==> src/design/trpt_pkg.sv <==
// ----------------------------------------------------------------------------
// Touch report press tracker package
// Shared widths, register indexes, event codes and reset values.
// ----------------------------------------------------------------------------
package trpt_pkg;

    // Configuration port geometry: three 32-bit registers at 0x0, 0x4 and 0x8.
    localparam int PADDR_W = 4;
    localparam int PDATA_W = 32;

    // Register indexes (paddr[3:2]).
    localparam logic [1:0] REG_PANEL_WIDTH  = 2'd0;
    localparam logic [1:0] REG_PANEL_HEIGHT = 2'd1;
    localparam logic [1:0] REG_MISS_LIMIT   = 2'd2;

    // Field widths.
    localparam int SIZE_W  = 13;
    localparam int COORD_W = 12;
    localparam int COUNT_W = 4;
    localparam int KIND_W  = 2;

    // Largest panel size that still maps into 12-bit coordinates.
    localparam logic [SIZE_W-1:0] SIZE_MAX = 13'd4096;

    // Register reset values.
    localparam logic [SIZE_W-1:0]  PANEL_WIDTH_RST  = 13'd172;
    localparam logic [SIZE_W-1:0]  PANEL_HEIGHT_RST = 13'd320;
    localparam logic [COUNT_W-1:0] MISS_LIMIT_RST   = 4'd3;

    // Event codes.
    localparam logic [KIND_W-1:0] KIND_DOWN = 2'd0;
    localparam logic [KIND_W-1:0] KIND_MOVE = 2'd1;
    localparam logic [KIND_W-1:0] KIND_UP   = 2'd2;

endpackage

==> src/design/trpt_ifs.sv <==
// ----------------------------------------------------------------------------
// Touch report press tracker channel interfaces
// Valid/ready channels for poll results in and pointer events out.
// ----------------------------------------------------------------------------
interface trpt_poll_if;
    logic       valid;
    logic       ready;
    logic       read_ok;
    logic [7:0] status_byte;
    logic [7:0] x_high_byte;
    logic [7:0] x_low_byte;
    logic [7:0] y_high_byte;
    logic [7:0] y_low_byte;

    modport source (
        output valid, read_ok, status_byte, x_high_byte, x_low_byte,
               y_high_byte, y_low_byte,
        input  ready
    );
    modport sink (
        input  valid, read_ok, status_byte, x_high_byte, x_low_byte,
               y_high_byte, y_low_byte,
        output ready
    );
endinterface

interface trpt_event_if;
    logic        valid;
    logic        ready;
    logic [1:0]  event_kind;
    logic [11:0] event_x;
    logic [11:0] event_y;

    modport source (
        output valid, event_kind, event_x, event_y,
        input  ready
    );
    modport sink (
        input  valid, event_kind, event_x, event_y,
        output ready
    );
endinterface

==> src/design/touch_report_press_tracker_top.sv <==
// A poll result is taken into the input register on its transfer; its event, if
// any, is loaded into the result register when the held poll moves on. One poll
// per cycle while events are taken. While an event waits on the output, one more
// poll is taken into the input register, then the input stalls until the transfer.
// Reset (i_rst_n low, synchronous): both registers empty, touch state cleared,
// configuration back to width 172, height 320, miss limit 3.
// ----------------------------------------------------------------------------
// Touch report press tracker
// Turns touch-controller poll results into pointer down, move and up events,
// with coordinate clamping, x mirroring and a debounced release.
// ----------------------------------------------------------------------------
module touch_report_press_tracker_top (
    input  logic                        i_clk,
    input  logic                        i_rst_n,
    trpt_poll_if.sink                   i_poll,
    trpt_event_if.source                o_event,
    input  logic                        i_psel,
    input  logic                        i_penable,
    input  logic                        i_pwrite,
    input  logic [trpt_pkg::PADDR_W-1:0] i_paddr,
    input  logic [trpt_pkg::PDATA_W-1:0] i_pwdata,
    output logic [trpt_pkg::PDATA_W-1:0] o_prdata,
    output logic                        o_pready
);
    import trpt_pkg::*;

    // ------------------------------------------------------------------
    // Configuration registers. The port never waits, so a write lands at
    // the edge of its access cycle. Addresses past the last register are
    // accepted and ignored.
    // ------------------------------------------------------------------
    logic [SIZE_W-1:0]  r_panel_width;
    logic [SIZE_W-1:0]  r_panel_height;
    logic [COUNT_W-1:0] r_miss_limit;
    logic               cfg_write;

    assign o_pready  = 1'b1;
    assign cfg_write = i_psel && i_penable && i_pwrite;

    always_ff @(posedge i_clk) begin
        if (!i_rst_n) begin
            r_panel_width  <= PANEL_WIDTH_RST;
            r_panel_height <= PANEL_HEIGHT_RST;
            r_miss_limit   <= MISS_LIMIT_RST;
        end else if (cfg_write) begin
            unique case (i_paddr[3:2])
                REG_PANEL_WIDTH:  r_panel_width  <= i_pwdata[SIZE_W-1:0];
                REG_PANEL_HEIGHT: r_panel_height <= i_pwdata[SIZE_W-1:0];
                REG_MISS_LIMIT:   r_miss_limit   <= i_pwdata[COUNT_W-1:0];
                default: ;
            endcase
        end
    end

    always_comb begin
        unique case (i_paddr[3:2])
            REG_PANEL_WIDTH:  o_prdata = PDATA_W'(r_panel_width);
            REG_PANEL_HEIGHT: o_prdata = PDATA_W'(r_panel_height);
            REG_MISS_LIMIT:   o_prdata = PDATA_W'(r_miss_limit);
            default:          o_prdata = '0;
        endcase
    end

    // ------------------------------------------------------------------
    // Input register. Only the bits that matter are kept: the read status
    // bit, the point count nibble and the two raw 12-bit coordinates.
    // ------------------------------------------------------------------
    logic               r_in_valid;
    logic               r_in_ok;
    logic [3:0]         r_in_count;
    logic [COORD_W-1:0] r_in_raw_x;
    logic [COORD_W-1:0] r_in_raw_y;
    logic               advance;
    logic               in_xfer;

    // The held poll moves on once the result register is free or drains in
    // this same cycle. A new poll is taken whenever the input register is
    // empty or moves on.
    assign advance      = r_in_valid && (!o_event.valid || o_event.ready);
    assign i_poll.ready = !r_in_valid || advance;
    assign in_xfer      = i_poll.valid && i_poll.ready;

    always_ff @(posedge i_clk) begin
        if (!i_rst_n) begin
            r_in_valid <= 1'b0;
        end else if (i_poll.ready) begin
            r_in_valid <= i_poll.valid;
        end
    end

    always_ff @(posedge i_clk) begin
        if (in_xfer) begin
            r_in_ok    <= i_poll.read_ok;
            r_in_count <= i_poll.status_byte[3:0];
            r_in_raw_x <= {i_poll.x_high_byte[3:0], i_poll.x_low_byte};
            r_in_raw_y <= {i_poll.y_high_byte[3:0], i_poll.y_low_byte};
        end
    end

    // ------------------------------------------------------------------
    // Coordinate mapping. A zero panel size behaves as one pixel and sizes
    // above 4096 behave as 4096, so the largest pixel index always fits in
    // 12 bits. X is clamped then mirrored; y is only clamped.
    // ------------------------------------------------------------------
    logic [SIZE_W-1:0]  eff_w;
    logic [SIZE_W-1:0]  eff_h;
    logic [COORD_W-1:0] max_x;
    logic [COORD_W-1:0] max_y;
    logic [COORD_W-1:0] clamp_x;
    logic [COORD_W-1:0] map_x;
    logic [COORD_W-1:0] map_y;

    always_comb begin
        if (r_panel_width == '0) begin
            eff_w = SIZE_W'(1);
        end else if (r_panel_width > SIZE_MAX) begin
            eff_w = SIZE_MAX;
        end else begin
            eff_w = r_panel_width;
        end
        if (r_panel_height == '0) begin
            eff_h = SIZE_W'(1);
        end else if (r_panel_height > SIZE_MAX) begin
            eff_h = SIZE_MAX;
        end else begin
            eff_h = r_panel_height;
        end
    end

    assign max_x   = COORD_W'(eff_w - SIZE_W'(1));
    assign max_y   = COORD_W'(eff_h - SIZE_W'(1));
    assign clamp_x = (r_in_raw_x > max_x) ? max_x : r_in_raw_x;
    assign map_x   = max_x - clamp_x;
    assign map_y   = (r_in_raw_y > max_y) ? max_y : r_in_raw_y;

    // ------------------------------------------------------------------
    // Touch state and event decision. A poll with points gives a down
    // event from the released state (recording the start position) or a
    // move event while held, and clears the miss count. While held, an
    // empty poll counts a miss; when the count reaches the limit an up
    // event is sent at the start position. Failed reads and empty polls
    // while released leave everything unchanged.
    // ------------------------------------------------------------------
    logic               r_pressed;
    logic [COUNT_W-1:0] r_miss_count;
    logic [COORD_W-1:0] r_start_x;
    logic [COORD_W-1:0] r_start_y;

    logic               n_pressed;
    logic [COUNT_W-1:0] n_miss_count;
    logic               n_has_event;
    logic [KIND_W-1:0]  n_kind;
    logic [COORD_W-1:0] n_x;
    logic [COORD_W-1:0] n_y;
    logic               take_start;
    logic [COUNT_W:0]   miss_inc;

    assign miss_inc = {1'b0, r_miss_count} + (COUNT_W+1)'(1);

    always_comb begin
        n_pressed    = r_pressed;
        n_miss_count = r_miss_count;
        n_has_event  = 1'b0;
        n_kind       = KIND_MOVE;
        n_x          = map_x;
        n_y          = map_y;
        take_start   = 1'b0;
        if (r_in_ok) begin
            if (r_in_count != 4'd0) begin
                n_pressed    = 1'b1;
                n_miss_count = '0;
                n_has_event  = 1'b1;
                n_kind       = r_pressed ? KIND_MOVE : KIND_DOWN;
                take_start   = !r_pressed;
            end else if (r_pressed) begin
                if (miss_inc < {1'b0, r_miss_limit}) begin
                    n_miss_count = miss_inc[COUNT_W-1:0];
                end else begin
                    n_pressed    = 1'b0;
                    n_miss_count = '0;
                    n_has_event  = 1'b1;
                    n_kind       = KIND_UP;
                    n_x          = r_start_x;
                    n_y          = r_start_y;
                end
            end
        end
    end

    always_ff @(posedge i_clk) begin
        if (!i_rst_n) begin
            r_pressed    <= 1'b0;
            r_miss_count <= '0;
            r_start_x    <= '0;
            r_start_y    <= '0;
        end else if (advance) begin
            r_pressed    <= n_pressed;
            r_miss_count <= n_miss_count;
            if (take_start) begin
                r_start_x <= map_x;
                r_start_y <= map_y;
            end
        end
    end

    // ------------------------------------------------------------------
    // Result register. It loads when the held poll moves on, and empties
    // once its event has been transferred.
    // ------------------------------------------------------------------
    logic               r_out_valid;
    logic [KIND_W-1:0]  r_out_kind;
    logic [COORD_W-1:0] r_out_x;
    logic [COORD_W-1:0] r_out_y;

    always_ff @(posedge i_clk) begin
        if (!i_rst_n) begin
            r_out_valid <= 1'b0;
        end else if (advance) begin
            r_out_valid <= n_has_event;
        end else if (o_event.ready) begin
            r_out_valid <= 1'b0;
        end
    end

    always_ff @(posedge i_clk) begin
        if (advance && n_has_event) begin
            r_out_kind <= n_kind;
            r_out_x    <= n_x;
            r_out_y    <= n_y;
        end
    end

    assign o_event.valid      = r_out_valid;
    assign o_event.event_kind = r_out_kind;
    assign o_event.event_x    = r_out_x;
    assign o_event.event_y    = r_out_y;

endmodule

==> src/flat_wrapper.sv <==
// flat-port wrapper written by rule: the top's interface ports become plain ports
module touch_report_press_tracker_top_flat import trpt_pkg::*;
  (i_clk, i_rst_n, i_psel, i_penable, i_pwrite, i_paddr, i_pwdata, o_prdata, o_pready, i_poll_valid, i_poll_read_ok, i_poll_status_byte, i_poll_x_high_byte, i_poll_x_low_byte, i_poll_y_high_byte, i_poll_y_low_byte, i_poll_ready, o_event_valid, o_event_event_kind, o_event_event_x, o_event_event_y, o_event_ready);
  trpt_poll_if i_poll_i ();
  trpt_event_if o_event_i ();
  input  logic i_clk;
  input  logic i_rst_n;
  input  logic i_psel;
  input  logic i_penable;
  input  logic i_pwrite;
  input  logic [trpt_pkg::PADDR_W-1:0] i_paddr;
  input  logic [trpt_pkg::PDATA_W-1:0] i_pwdata;
  output logic [trpt_pkg::PDATA_W-1:0] o_prdata;
  output logic o_pready;
  input wire logic [$bits(i_poll_i.valid)-1:0] i_poll_valid;
  input wire logic [$bits(i_poll_i.read_ok)-1:0] i_poll_read_ok;
  input wire logic [$bits(i_poll_i.status_byte)-1:0] i_poll_status_byte;
  input wire logic [$bits(i_poll_i.x_high_byte)-1:0] i_poll_x_high_byte;
  input wire logic [$bits(i_poll_i.x_low_byte)-1:0] i_poll_x_low_byte;
  input wire logic [$bits(i_poll_i.y_high_byte)-1:0] i_poll_y_high_byte;
  input wire logic [$bits(i_poll_i.y_low_byte)-1:0] i_poll_y_low_byte;
  output wire logic [$bits(i_poll_i.ready)-1:0] i_poll_ready;
  output wire logic [$bits(o_event_i.valid)-1:0] o_event_valid;
  output wire logic [$bits(o_event_i.event_kind)-1:0] o_event_event_kind;
  output wire logic [$bits(o_event_i.event_x)-1:0] o_event_event_x;
  output wire logic [$bits(o_event_i.event_y)-1:0] o_event_event_y;
  input wire logic [$bits(o_event_i.ready)-1:0] o_event_ready;
  assign i_poll_i.valid = i_poll_valid;
  assign i_poll_i.read_ok = i_poll_read_ok;
  assign i_poll_i.status_byte = i_poll_status_byte;
  assign i_poll_i.x_high_byte = i_poll_x_high_byte;
  assign i_poll_i.x_low_byte = i_poll_x_low_byte;
  assign i_poll_i.y_high_byte = i_poll_y_high_byte;
  assign i_poll_i.y_low_byte = i_poll_y_low_byte;
  assign i_poll_ready = i_poll_i.ready;
  assign o_event_valid = o_event_i.valid;
  assign o_event_event_kind = o_event_i.event_kind;
  assign o_event_event_x = o_event_i.event_x;
  assign o_event_event_y = o_event_i.event_y;
  assign o_event_i.ready = o_event_ready;
  touch_report_press_tracker_top u_core (.i_clk(i_clk), .i_rst_n(i_rst_n), .i_poll(i_poll_i), .o_event(o_event_i), .i_psel(i_psel), .i_penable(i_penable), .i_pwrite(i_pwrite), .i_paddr(i_paddr), .i_pwdata(i_pwdata), .o_prdata(o_prdata), .o_pready(o_pready));
endmodule
==> config.mk <==
export PLATFORM = sky130hd
export DESIGN_NAME = touch_report_press_tracker_top_flat
export DESIGN_NICKNAME = d
export VERILOG_FILES = /design/src/design/trpt_pkg.sv /design/src/design/trpt_ifs.sv /design/src/design/touch_report_press_tracker_top.sv /design/src/flat_wrapper.sv
export SDC_FILE = /design/constraint.sdc
export NUM_CORES = 1
export LEC_CHECK = 0
export CORE_ASPECT_RATIO = 0.6
export CORE_MARGIN = 2
export CORE_UTILIZATION = 30
export DETAILED_ROUTE_END_ITERATION = 8
export DONT_BUFFER_PORTS = 1
export GPL_ROUTABILITY_DRIVEN = 0
export PLACE_DENSITY_LB_ADDON = 0.15
export SYNTH_ARGS = -nofsm -noshare
export SYNTH_HDL_FRONTEND = slang
export SYNTH_SLANG_ARGS = --single-unit
==> constraint.sdc <==
create_clock -name i_clk -period 16.5 [get_ports i_clk]
set_input_delay 1.65 -clock i_clk [delete_from_list [all_inputs] [get_ports i_clk]]
set_output_delay 1.65 -clock i_clk [all_outputs]
set_load 0.005 [all_outputs]
# Word-level counts from Yosys, hierarchy flattened
# Index checks and enable logic that the tools add are counted.
classes:
  addsub: 4
  mux: 33
  eq_ne: 2
  magnitude_cmp: 5
  n_reduce_logical: 22
op_table:
  columns: ["op", "count"]
  rows:
  - ["12-bit 2-to-1 mux", 14]
  - ["13-bit case mux with 3 select lines", 1]
  - ["13-bit greater-than comparator (second input constant)", 2]
  - ["13-bit logical NOT", 2]
  - ["12-bit greater-than comparator", 2]
  - ["12-bit by 1-bit subtractor with 12-bit output (second input constant)", 2]
  - ["1-bit 2-to-1 mux", 12]
  - ["4-bit 2-to-1 mux", 3]
  - ["12-bit subtractor", 1]
  - ["2-bit AND reduction", 5]
  - ["2-bit 2-to-1 mux", 3]
  - ["4-bit by 1-bit adder with 5-bit output (second input constant)", 1]
  - ["1-bit logical AND", 5]
  - ["5-bit by 4-bit less-than comparator with 1-bit output", 1]
  - ["2-bit nonzero test", 2]
  - ["4-bit nonzero test", 1]
  - ["1-bit logical NOT", 3]
  - ["3-bit AND reduction", 1]
  - ["2-bit by 1-bit == test with 1-bit output (second input constant)", 1]
  - ["2-bit == test (second input constant)", 1]
  - ["2-bit logical NOT", 1]
  - ["1-bit logical OR", 2]
totals:
  in_bits: 84
  output_inout_bits: 61
  reg_bits: 116
  elab_cells: 82

# Depth between registers and ports, before layout
# Gate-level depths: netlist (run 1).
depth:
  ltp_word: 11
  ltp_mapped: 32
  ltp_nobuf: 30

# Worst setup path after synthesis (run 1)
# No wires, ideal clock.
synth_path:
  path_kind: "reg2reg"
  from: "reg u_core.r_panel_width[5]"
  to: "reg u_core.r_out_x[10], in the netlist u_core.o_event.event_x[10], data pin"
  setup_ns: 0.270
  path_buffers: 1
  slack_ns: 10.780
  period_less_slack_ns: 5.720
  t_arrival_ns: 5.450
  path_stages_with_launch: 32
  required_ns: 16.230
  cell_sequence: "dfxtp_1 -> nor4_4 -> nand3_1 -> nor4_1 -> o21bai_1 -> ha_1 -> o21ai_0 -> nand2_1 -> o21ai_0 -> nand2_1 -> nand2_1 -> inv_1 -> ha_1 -> o21ai_0 -> or2_2 -> a31o_2 -> o21ai_0 -> a221oi_2 -> or2_1 -> buf_6 -> nor2_2 -> a21oi_2 -> ha_1 -> fa_1 -> nor2b_1 -> o21a_1 -> o21ai_0 -> a21oi_1 -> o211ai_1 -> a22o_2 -> xor2_2 -> a21oi_1"
synth_via:
  elab_chain_len: 11
  elab_cells_between_ends: 12
  cone_classes: "2 x add/sub; 2 x order compare; 7 x mux; 1 x reduce/logical"
synth_rtl:
  columns: ["element", "line", "text"]
  rows:
  - ["from (decl)", "touch_report_press_tracker_top.sv:32", "logic [SIZE_W-1:0] r_panel_width;"]
  - ["from (signal assigned)", "touch_report_press_tracker_top.sv:47", "REG_PANEL_WIDTH: r_panel_width <= i_pwdata[SIZE_W-1:0];"]
  - ["13-bit greater-than comparator", "touch_report_press_tracker_top.sv:116", "end else if (r_panel_width > SIZE_MAX) begin"]
  - ["12-bit 2-to-1 mux", "touch_report_press_tracker_top.sv:116", null]
  - ["12-bit 2-to-1 mux (*)", "touch_report_press_tracker_top.sv:114", "if (r_panel_width == '0) begin"]
  - ["12-bit by 1-bit subtractor with 12-bit output (*)", "touch_report_press_tracker_top.sv:130", "assign max_x = COORD_W'(eff_w - SIZE_W'(1));"]
  - ["12-bit greater-than comparator", "touch_report_press_tracker_top.sv:132", "assign clamp_x = (r_in_raw_x > max_x) ? max_x : r_in_raw_x;"]
  - ["12-bit 2-to-1 mux", "touch_report_press_tracker_top.sv:132", null]
  - ["12-bit subtractor (*)", "touch_report_press_tracker_top.sv:133", "assign map_x = max_x - clamp_x;"]
  - ["12-bit 2-to-1 mux", "touch_report_press_tracker_top.sv:176", "if (miss_inc < {1'b0, r_miss_limit}) begin"]
  - ["12-bit 2-to-1 mux", "touch_report_press_tracker_top.sv:175", "end else if (r_pressed) begin"]
  - ["12-bit 2-to-1 mux", "touch_report_press_tracker_top.sv:169", "if (r_in_count != 4'd0) begin"]
  - ["12-bit 2-to-1 mux (*)", "touch_report_press_tracker_top.sv:168", "if (r_in_ok) begin"]
  - ["named net u_core.n_x[10]", "touch_report_press_tracker_top.sv:153", "logic [COORD_W-1:0] n_x;"]
  - ["to (signal assigned)", "touch_report_press_tracker_top.sv:228", "r_out_x <= n_x;"]
  - ["to (decl)", "touch_report_press_tracker_top.sv:212", "logic [COORD_W-1:0] r_out_x;"]
# The timed path passes the listed nets; every way through them passes the cells marked *.
# A chain may end at the register's enable or synchronous reset.

# Worst setup path after layout (run 1)
# Ends and elaborated chain as after synthesis.

==> reports/qor.csv, run 1 <==
stage,metric,value,unit
place,dp_hpwl,13920,um
setup_path,cp_common_cell,o21ai_0,
timing,hold_viol_final,0,
timing,fin_crit,7.118,ns
synthesis,ys_seq_elements,116,
global_route,overflow,0,
layout,num_antenna_cells,0,
power,p_seq_share,39.5,%
power,intPower,0.6248,mW
layout,stdcell_count,1032,
min_path,hold_path_depth,2,
timing,worst_pin_slew,0.9692,ns
place,dp_cells,1000,
die,die_x,197.8,um
synthesis,synth_compound_area_share,15.58,%
layout,final_net_count,856,
routing,vias_per_cell,5.023,
timing,slew_viol_final,0,
power,switchingPower,0.2028,mW
run,max-cap-violations,0,
timing,timing.fmax,140.5,MHz
clocking,cts_buffer_depth,2,
timing,setup_tns,0,ns
die,chipHeight,120.3,um
power,p_total,0.8277,mW
timing,post-route-period-util,43.14,%
power,p_sw_share,24.51,%
global_route,grt.total_usage,16.27,%
synthesis,dominantRegCellSynth,dfxtp_1,
synthesis,post_synth_num_cell_types,70,
die,row_count,42,
routing,drtIter0Drc,290,
global_route,antenna_found_initial,0,
power,power_density,108.7,nW/um2
layout,layout-drive-gt1-share,7.775,%
setup_path,r2r_cells,29,
power,comb_power_share,11.8,%
min_path,hp-class,register to register,
die,core-area,22070,um2
setup_path,slowest_stage,or2_1,
synthesis,syn_avg_cell_area,9.099,um2
setup_path,required,16.75,ns
setup_path,cp-start-kind,register,
layout,nFillCells,2231,
timing,finalSetupViolations,0,
timing,relSlewSlack,35.24,%
power,p_clk_share,48.7,%
routing,ant_nets,0,
die,initial_utilization,30.63,%
routing,drcViolationCount,0,
synthesis,yosys.area_share.simple,20.06,%
synthesis,syn_area,6760,um2
clocking,hold_buffers,0,
timing,rsz0062_at_grt,false,
layout,fin_util,34.48,%
die,die_area,23790,um2
routing,firstDrtPassIters,5,
synthesis,synth_cells,743,
clocking,cts_buffers,17,
clocking,cts_tree,built,
synthesis,synthAdderAreaFrac,7.329,%
clocking,cts_root_buffer,clkbuf_16,
clocking,clk_pin_slew,0.06,ns
layout,area_growth,12.59,%
clocking,postCtsSetupRepairBufs,0,
clocking,cts_sinks,116,
synthesis,synth-edff-count,55,
synthesis,synthMuxAreaShare,5.608,%
setup_path,end_kind,register,
synthesis,async_reset_ff_share,0,%
routing,via_count,5184,
clocking,cts.repair.resized,0,
clocking,h-tree-depth,4,
synthesis,ys_warn_count,0,
setup_path,critPathMaxFanout,11,
setup_path,critPathArrivalTime,7.37,ns
global_route,grt_pass1_vias,5106,
timing,fin_skew,0.01530,ns
synthesis,synth_top_family_by_area,simple AND/OR/NAND/NOR gates,
global_route,grt_max_degree,64,
synthesis,synth-xor-area-share,2.702,%
setup_path,critPathKind,register to register,
power,leakagePower,3.068,nW
power,vdd_drop_max,82.43,uV
die,ioPinCount,145,
place,port_buffers,0,
global_route,grt_pass1_wl,29020,um
routing,wl,18400,um
setup_path,slowest_delay,0.56,ns
clocking,clk_latency,0.43,ns
routing,avgRoutedWirePerCell,17.82,um
run_status,status,finished clean,
synthesis,ys_seq_area_share,42.49,%
==> power by group through the flow <==
stage	clock network [mW]	registers, mW	logic [mW]
after floorplan	0	0.329	0.0809
after global placement	0	0.333	0.0947
after detailed placement	0	0.333	0.0966
after CTS	0.414	0.327	0.0972
after global routing	0.425	0.329	0.111
final	0.403	0.327	0.0975
==> worst max-delay path, delay by kind of cell (launching register included) <==
family                     cells  cell delay [ns]
buffers and inverters          1             0.08
DFF                            1             0.38
and+or+nand+nor               10             2.42
adders and majority gates      4             1.23
AOI/OAI and AO/OA             13             2.67
xor gates and xnor gates       1             0.15
==> routing by layer <==
layer	global-route usage, %	routed length [um]	part of all wire, %
met1	23.44	9589	52
met2	22.98	7561	41
met3	5.021	1085	5.9
met4	5.122	159	0.86
met5	0	0	0
==> synth_stat cells, drive strengths merged, types with 4 or more instances <==
cell type,number,share of area [%]
nand2,134,7.4
dfxtp,61,18
edfxtp,55,24
nor2,54,3.0
o21ai,45,3.3
ha,38,7.0
inv,35,1.9
mux2i,33,4.9
clkbuf,32,1.8
a21boi,30,3.3
buf,21,2.4
a21oi,20,1.5
nand3,14,1.0
nor2b,14,1.3
xnor2,14,1.8
nor3,13,1.0
a21o,10,1.2
nand2b,10,0.93
o21a,10,1.1
nor4,9,1.1
nand4,8,0.74
and2,7,0.65
o211a,6,0.89
xor2,6,0.89
or3,5,0.46
mux2,4,0.67
nand3b,4,0.44
==> layout by cell type (no fill, tap or decap), drive strengths merged, types with 3 or more instances in the layout <==
cell    instances
mux2i          33
nand3b          4
a21oi          20
nand2b         10
clkbuf         18
and2            7
xnor2          14
dfxtp          61
o211a           6
conb           20
nand3          14
nand4           8
a21o           10
o21a           10
buf             6
nor2b          14
nor2           54
ha             38
bufinv          5
or3             5
a21boi         30
o211ai          3
edfxtp         55
nand2         134
o21bai          3
and4            3
and3            3
a211oi          3
inv            35
nor3b           3
clkinv          7
nor4            9
nor3           13
o21ai          45
xor2            6
mux2            4
==> worst paths after layout <==
kind                                              start                    endpoint  slack, ns
worst max-delay path            u_core.r_panel_width[5]  u_core.o_event.event_x[10]       9.38
worst min-delay path                u_core.r_start_x[3]         u_core.r_start_x[3]       0.46
worst max register to register  u_core.r_panel_width[5]  u_core.o_event.event_x[10]       9.38
worst min register to register      u_core.r_start_x[3]         u_core.r_start_x[3]       0.46
==> layout make-up <==
cell class	count	area [um2]	area share [%]
clock buffers	18	429.2	5.639
multi-input cells	557	3565	46.84
flip-flops and latches	116	2873	37.74
clock inverters	14	210.2	2.762
repair buffers	6	45.04	0.5918
well taps	286	357.8	4.702
inverters	35	131.4	1.726
==> flip-flops by register name (all words and copies together), names as in the netlist, 12 cells and up <==
name and count:
u_core.r_in_raw_x 12, u_core.r_start_x 12, u_core.o_event.event_y 12, u_core.r_in_raw_y 12, u_core.r_start_y 12, u_core.r_panel_height 13
u_core.r_panel_width 13, u_core.o_event.event_x 12
==> metrics by stage <==
step / hold slack (ns) / cell area (um2) / setup slack (ns)
2_1_floorplan: 0.4304 / 6828 / 10.78
3_3_place_gp: 0.4407 / 6972 / 9.734
3_5_place_dp: 0.4537 / 6972 / 9.488
4_1_cts: 0.4636 / 7611 / 9.463
5_1_grt: 0.4883 / 7611 / 8.727
6_report: 0.4626 / 7611 / 9.382
==> logic make-up (layout without fill, tap and decap cells) <==
family / after synthesis / after routing
DFF: 116 / 116
xor gates and xnor gates: 20 / 20
buffers and inverters: 88 / 73
adders and majority gates: 39 / 39
muxes: 37 / 37
other: 2 / 20
and+or+nand+nor: 288 / 288
AOI/OAI and AO/OA: 153 / 153
(Power assumes the default switching activity.)
==> inputs of run 2 (changes only) <==
==> constraint.sdc (replaced) <==
create_clock -name i_clk -period 7.1 [get_ports i_clk]
set_input_delay 0.71 -clock i_clk [delete_from_list [all_inputs] [get_ports i_clk]]
set_output_delay 0.71 -clock i_clk [all_outputs]
set_load 0.005 [all_outputs]
==> reports/qor.csv, run 2 (synthesized netlist as in run 1, its figures left out) <==
stage,metric,value,unit
clocking,cts_root_buffer,clkbuf_16,
global_route,grt_pass1_vias,4895,
clocking,clk_pin_slew,0.06,ns
place,port_buffers,0,
clocking,cts_buffer_depth,2,
setup_path,end_kind,register,
clocking,cts_tree,built,
clocking,hold_buffers,0,
timing,fin_crit,6.466,ns
routing,avgRoutedWirePerCell,17.21,um
routing,wl,17870,um
die,die_area,23790,um2
global_route,grt.total_usage,15.68,%
routing,drcViolationCount,0,
global_route,antenna_found_initial,0,
global_route,overflow,0,
run,max-cap-violations,0,
die,ioPinCount,145,
setup_path,slowest_stage,fa_1,
layout,fin_area,7604,um2
clocking,h-tree-depth,4,
timing,post-route-period-util,91.07,%
min_path,hold_path_depth,0,
die,die_x,197.8,um
power,power_density,240.9,nW/um2
setup_path,critPathMaxFanout,11,
layout,mostFrequentLayoutCell,nand2_1,
setup_path,r2r_end,u_core.o_event.event_x[10],
place,dp_hpwl,13690,um
power,leakagePower,3.058,nW
layout,num_antenna_cells,0,
setup_path,slowest_delay,0.41,ns
setup_path,r2r_cells,30,
setup_path,regToRegStartpoint,u_core.r_panel_width[6],
layout,layout_common_cells,"nand2_1 (134), dfxtp_1 (61), edfxtp_1 (55), nor2_1 (53), o21ai_0 (43)",
setup_path,cp_common_cell,o21ai_0,
die,row_count,42,
timing,worst_pin_slew,1.061,ns
min_path,worstHoldStart,i_poll_x_low_byte[0],
die,chipHeight,120.3,um
routing,ant_nets,0,
timing,timing.fmax,154.7,MHz
timing,hold_viol_final,0,
layout,area_growth,12.47,%
run_status,status,finished clean,
timing,rsz0062_at_grt,false,
place,place_area,7009,um2
setup_path,required,7.25,ns
min_path,hp-class,input port to register,
setup_path,critPathKind,register to register,
die,core-area,22070,um2
clocking,clk_latency,0.42,ns
setup_path,rrSetupSlack,0.63,ns
min_path,whs_endpoint,u_core.r_in_raw_x[0],
layout,layout-drive-gt1-share,8.910,%
timing,slew_viol_final,0,
layout,largest_registers,"u_core.r_panel_height x13, u_core.r_panel_width x13",
power,vdd_drop_max,161.3,uV
global_route,grt_pass1_wl,27890,um
layout,final_net_count,862,
setup_path,critPathArrivalTime,6.62,ns
die,initial_utilization,30.63,%
clocking,cts_sinks,116,
routing,drtIter0Drc,244,
timing,fin_skew,0.01373,ns
global_route,grt_max_degree,64,
timing,setup_tns,0,ns
timing,finalSetupViolations,0,
routing,firstDrtPassIters,5,
setup_path,cp-start-kind,register,
routing,vias_per_cell,4.924,
timing,relSlewSlack,29.12,%
routing,via_count,5111,
clocking,cts_buffers,17,
==> run 2: timing repair <==
item                                    4_1_cts  5_1_grt
buffers inserted                              0        1
resized for setup                             0        3
endpoints found under the hold margin         0        0
endpoints found under the setup margin        0        9
==> run 2: area by class of cell <==
class / instances / area, um2
clock buffer: 17 / 425.4
fill: 2253 / 14470
tap: 286 / 357.8
multi-input combinational: 557 / 3567
sequential: 116 / 2873
clock inverter: 15 / 158.9
timing repair buffer: 12 / 90.09
inverter: 35 / 131.4
==> run 2: critical path: cells and delay by family, from the launching register on <==
family | cells | cell delay [ns]
buffers and inverters | 1 | 0.07
adder cells (fa/ha/maj) | 4 | 1.20
XOR/XNOR | 1 | 0.14
AND/OR/NAND/NOR | 10 | 2.05
flip-flops | 1 | 0.39
AO/OA/AOI/OAI | 14 | 2.34
==> run 2: how the worst max path moves through the flow <==
stage	from	end	cells after the start
5_1_grt	u_core.r_panel_width[6]	u_core.o_event.event_x[11]	30
3_5_place_dp	u_core.r_panel_width[5]	u_core.o_event.event_x[11]	30
2_1_floorplan	u_core.r_panel_width[5]	u_core.o_event.event_x[10]	31
6_report	u_core.r_panel_width[6]	u_core.o_event.event_x[10]	30
4_1_cts	u_core.r_panel_width[5]	u_core.o_event.event_x[11]	30
3_3_place_gp	u_core.r_panel_width[5]	u_core.o_event.event_x[11]	30
==> run 2: power by group <==
| group | switching (mW) | internal (mW) |
|---|---|---|
| combinational | 0.132 | 0.0946 |
| clock | 0.330 | 0.517 |
| sequential | 0.0198 | 0.739 |
==> run 2: metal layers <==
layer | up-vias | share of wire, % | GRT usage, %
met5 | - | 0 | 0
met4 | 0 | 0.86 | 4.276
met3 | 12 | 5.7 | 5.551
met2 | 103 | 40 | 21.46
met1 | 2428 | 53 | 22.94
li1 | 2568 | - | -
==> run 2: per-stage QoR <==
step | power, mW | hold WS, ns | util (%) | setup slack [ns] | std cells
6_report | 1.832 | 0.3761 | 34.45 | 0.6339 | 1038
4_1_cts | 1.856 | 0.3471 | 34.40 | 0.1492 | 1037
3_3_place_gp | 0.9939 | 0.4425 | 31.76 | 0.2935 | 1005
3_5_place_dp | 0.9973 | 0.4531 | 31.76 | 0.1854 | 1005
5_1_grt | 1.917 | 0.3534 | 34.45 | 0.04010 | 1038
2_1_floorplan | 0.9525 | 0.4304 | - | 1.380 | 761
==> inputs of run 3 (changes only) <==
--- a/config.mk
+++ b/config.mk
@@ -8,6 +8,7 @@
 export CORE_ASPECT_RATIO = 0.6
 export CORE_MARGIN = 2
 export CORE_UTILIZATION = 30
+export CTS_BUF_LIST = sky130_fd_sc_hd__clkbuf_8
 export DETAILED_ROUTE_END_ITERATION = 8
 export DONT_BUFFER_PORTS = 1
 export GPL_ROUTABILITY_DRIVEN = 0
==> reports/qor.csv, run 3 (synthesized netlist as in run 1, its figures left out) <==
stage,metric,value,unit
run_status,status,finished clean,
place,pre_cts_ws,0.1854,ns
die,core-area,22070,um2
clocking,cts_root_buffer,clkbuf_8,
power,leakagePower,2.971,nW
routing,drcViolationCount,0,
routing,via_count,5139,
routing,ant_nets,0,
global_route,overflow,0,
setup_path,critPathKind,register to register,
global_route,antenna_found_initial,0,
routing,wl,17970,um
timing,post-route-period-util,91.19,%
timing,fin_skew,0.01452,ns
setup_path,cp-start-kind,register,
min_path,hp-class,input port to register,
timing,worst_pin_slew,1.088,ns
clocking,clk_latency,0.46,ns
routing,vias_per_cell,4.951,
clocking,cts_buffer_depth,2,
clocking,clk_pin_slew,0.08,ns
timing,relSlewSlack,27.33,%
layout,area_growth,9.643,%
place,port_buffers,0,
die,die_area,23790,um2
layout,mostFrequentLayoutCell,nand2_1,
layout,multi_input_area,3567,um2
timing,hold_viol_final,0,
routing,avgRoutedWirePerCell,17.31,um
routing,drtIter0Drc,251,
global_route,grt.total_usage,15.60,%
timing,slew_viol_final,0,
global_route,grt_pass1_wl,27860,um
layout,seq_area,2873,um2
place,dp_cells,1005,
place,dp_hpwl,13690,um
min_path,worstHoldStart,i_poll_y_high_byte[1],
layout,layout-drive-gt1-share,8.910,%
die,chipHeight,120.3,um
timing,finalHoldWorstSlack,0.3423,ns
setup_path,setup.worst_path.start,u_core.r_panel_width[6],
routing,firstDrtPassIters,7,
power,vdd_drop_max,103.9,uV
setup_path,critPathArrivalTime,6.66,ns
global_route,grt_max_degree,64,
die,die_x,197.8,um
power,p_total,1.601,mW
clocking,h-tree-depth,4,
timing,timing.fmax,154.4,MHz
timing,finalSetupViolations,0,
power,power_density,215.9,nW/um2
global_route,grt_pass1_vias,4896,
timing,setup_tns,0,ns
die,row_count,42,
setup_path,critPathMaxFanout,11,
layout,final_net_count,862,
layout,fin_util,33.58,%
timing,fin_crit,6.475,ns
setup_path,regToRegStartpoint,u_core.r_panel_width[6],
setup_path,slowest_delay,0.41,ns
setup_path,end_kind,register,
clocking,cts_tree,built,
layout,layout_common_cells,"nand2_1 (134), dfxtp_1 (61), edfxtp_1 (55), nor2_1 (53), o21ai_0 (43)",
layout,fin_area,7412,um2
clocking,cts_buffers,17,
setup_path,required,7.28,ns
timing,fin_ws,0.6253,ns
die,ioPinCount,145,
timing,rsz0062_at_grt,false,
layout,largest_registers,"u_core.r_panel_height x13, u_core.r_panel_width x13",
die,initial_utilization,30.63,%
layout,nFillCells,2278,
setup_path,cp_common_cell,o21ai_0,
place,place_area,7009,um2
layout,num_antenna_cells,0,
layout,stdcell_count,1038,
setup_path,slowest_stage,fa_1,
run,max-cap-violations,0,
clocking,cts_sinks,116,
==> run 3: where the power goes <==
group          internal, mW  leakage [nW]  switching [mW]  total, mW
clock network         0.313         0.181           0.305      0.617
registers             0.737          1.01          0.0198      0.757
logic                0.0946          1.78           0.131      0.226
==> run 3: metal layers <==
layer,share of wire [%],GRT usage [%]
met4,1.2,4.135
met2,40,21.57
met3,6.2,5.216
met1,53,22.90
met5,0,0
==> run 3: area by class of cell <==
class / count / area share [%]
multi-input combinational: 557 / 48.13
timing repair buffer: 12 / 1.215
tap: 286 / 4.828
inverter: 35 / 1.772
sequential: 116 / 38.76
clock inverter: 15 / 2.144
clock buffer: 17 / 3.157
==> run 3: repair_timing <==
item,CTS,global route
resized for setup,0,3
endpoints found under the setup margin,0,9
hold buffers,0,0
buffers inserted,0,1
==> run 3: worst paths after layout <==
path | end | slack [ns] | cells past startpoint
worst max-delay path | u_core.o_event.event_x[10] | 0.63 | 30
worst min-delay path | u_core.r_in_raw_y[9] | 0.34 | 0
worst max register to register | u_core.o_event.event_x[10] | 0.63 | 30
worst min register to register | u_core.r_start_y[10] | 0.46 | 2
==> run 3: critical path: cells and delay by family (launching register included) <==
kind	cells	cell delay (ns)
AND/OR/NAND/NOR	10	2.06
AO/OA/AOI/OAI	14	2.34
flip-flops	1	0.40
XOR/XNOR	1	0.15
buffers and inverters	1	0.07
adder cells (fa/ha/maj)	4	1.20
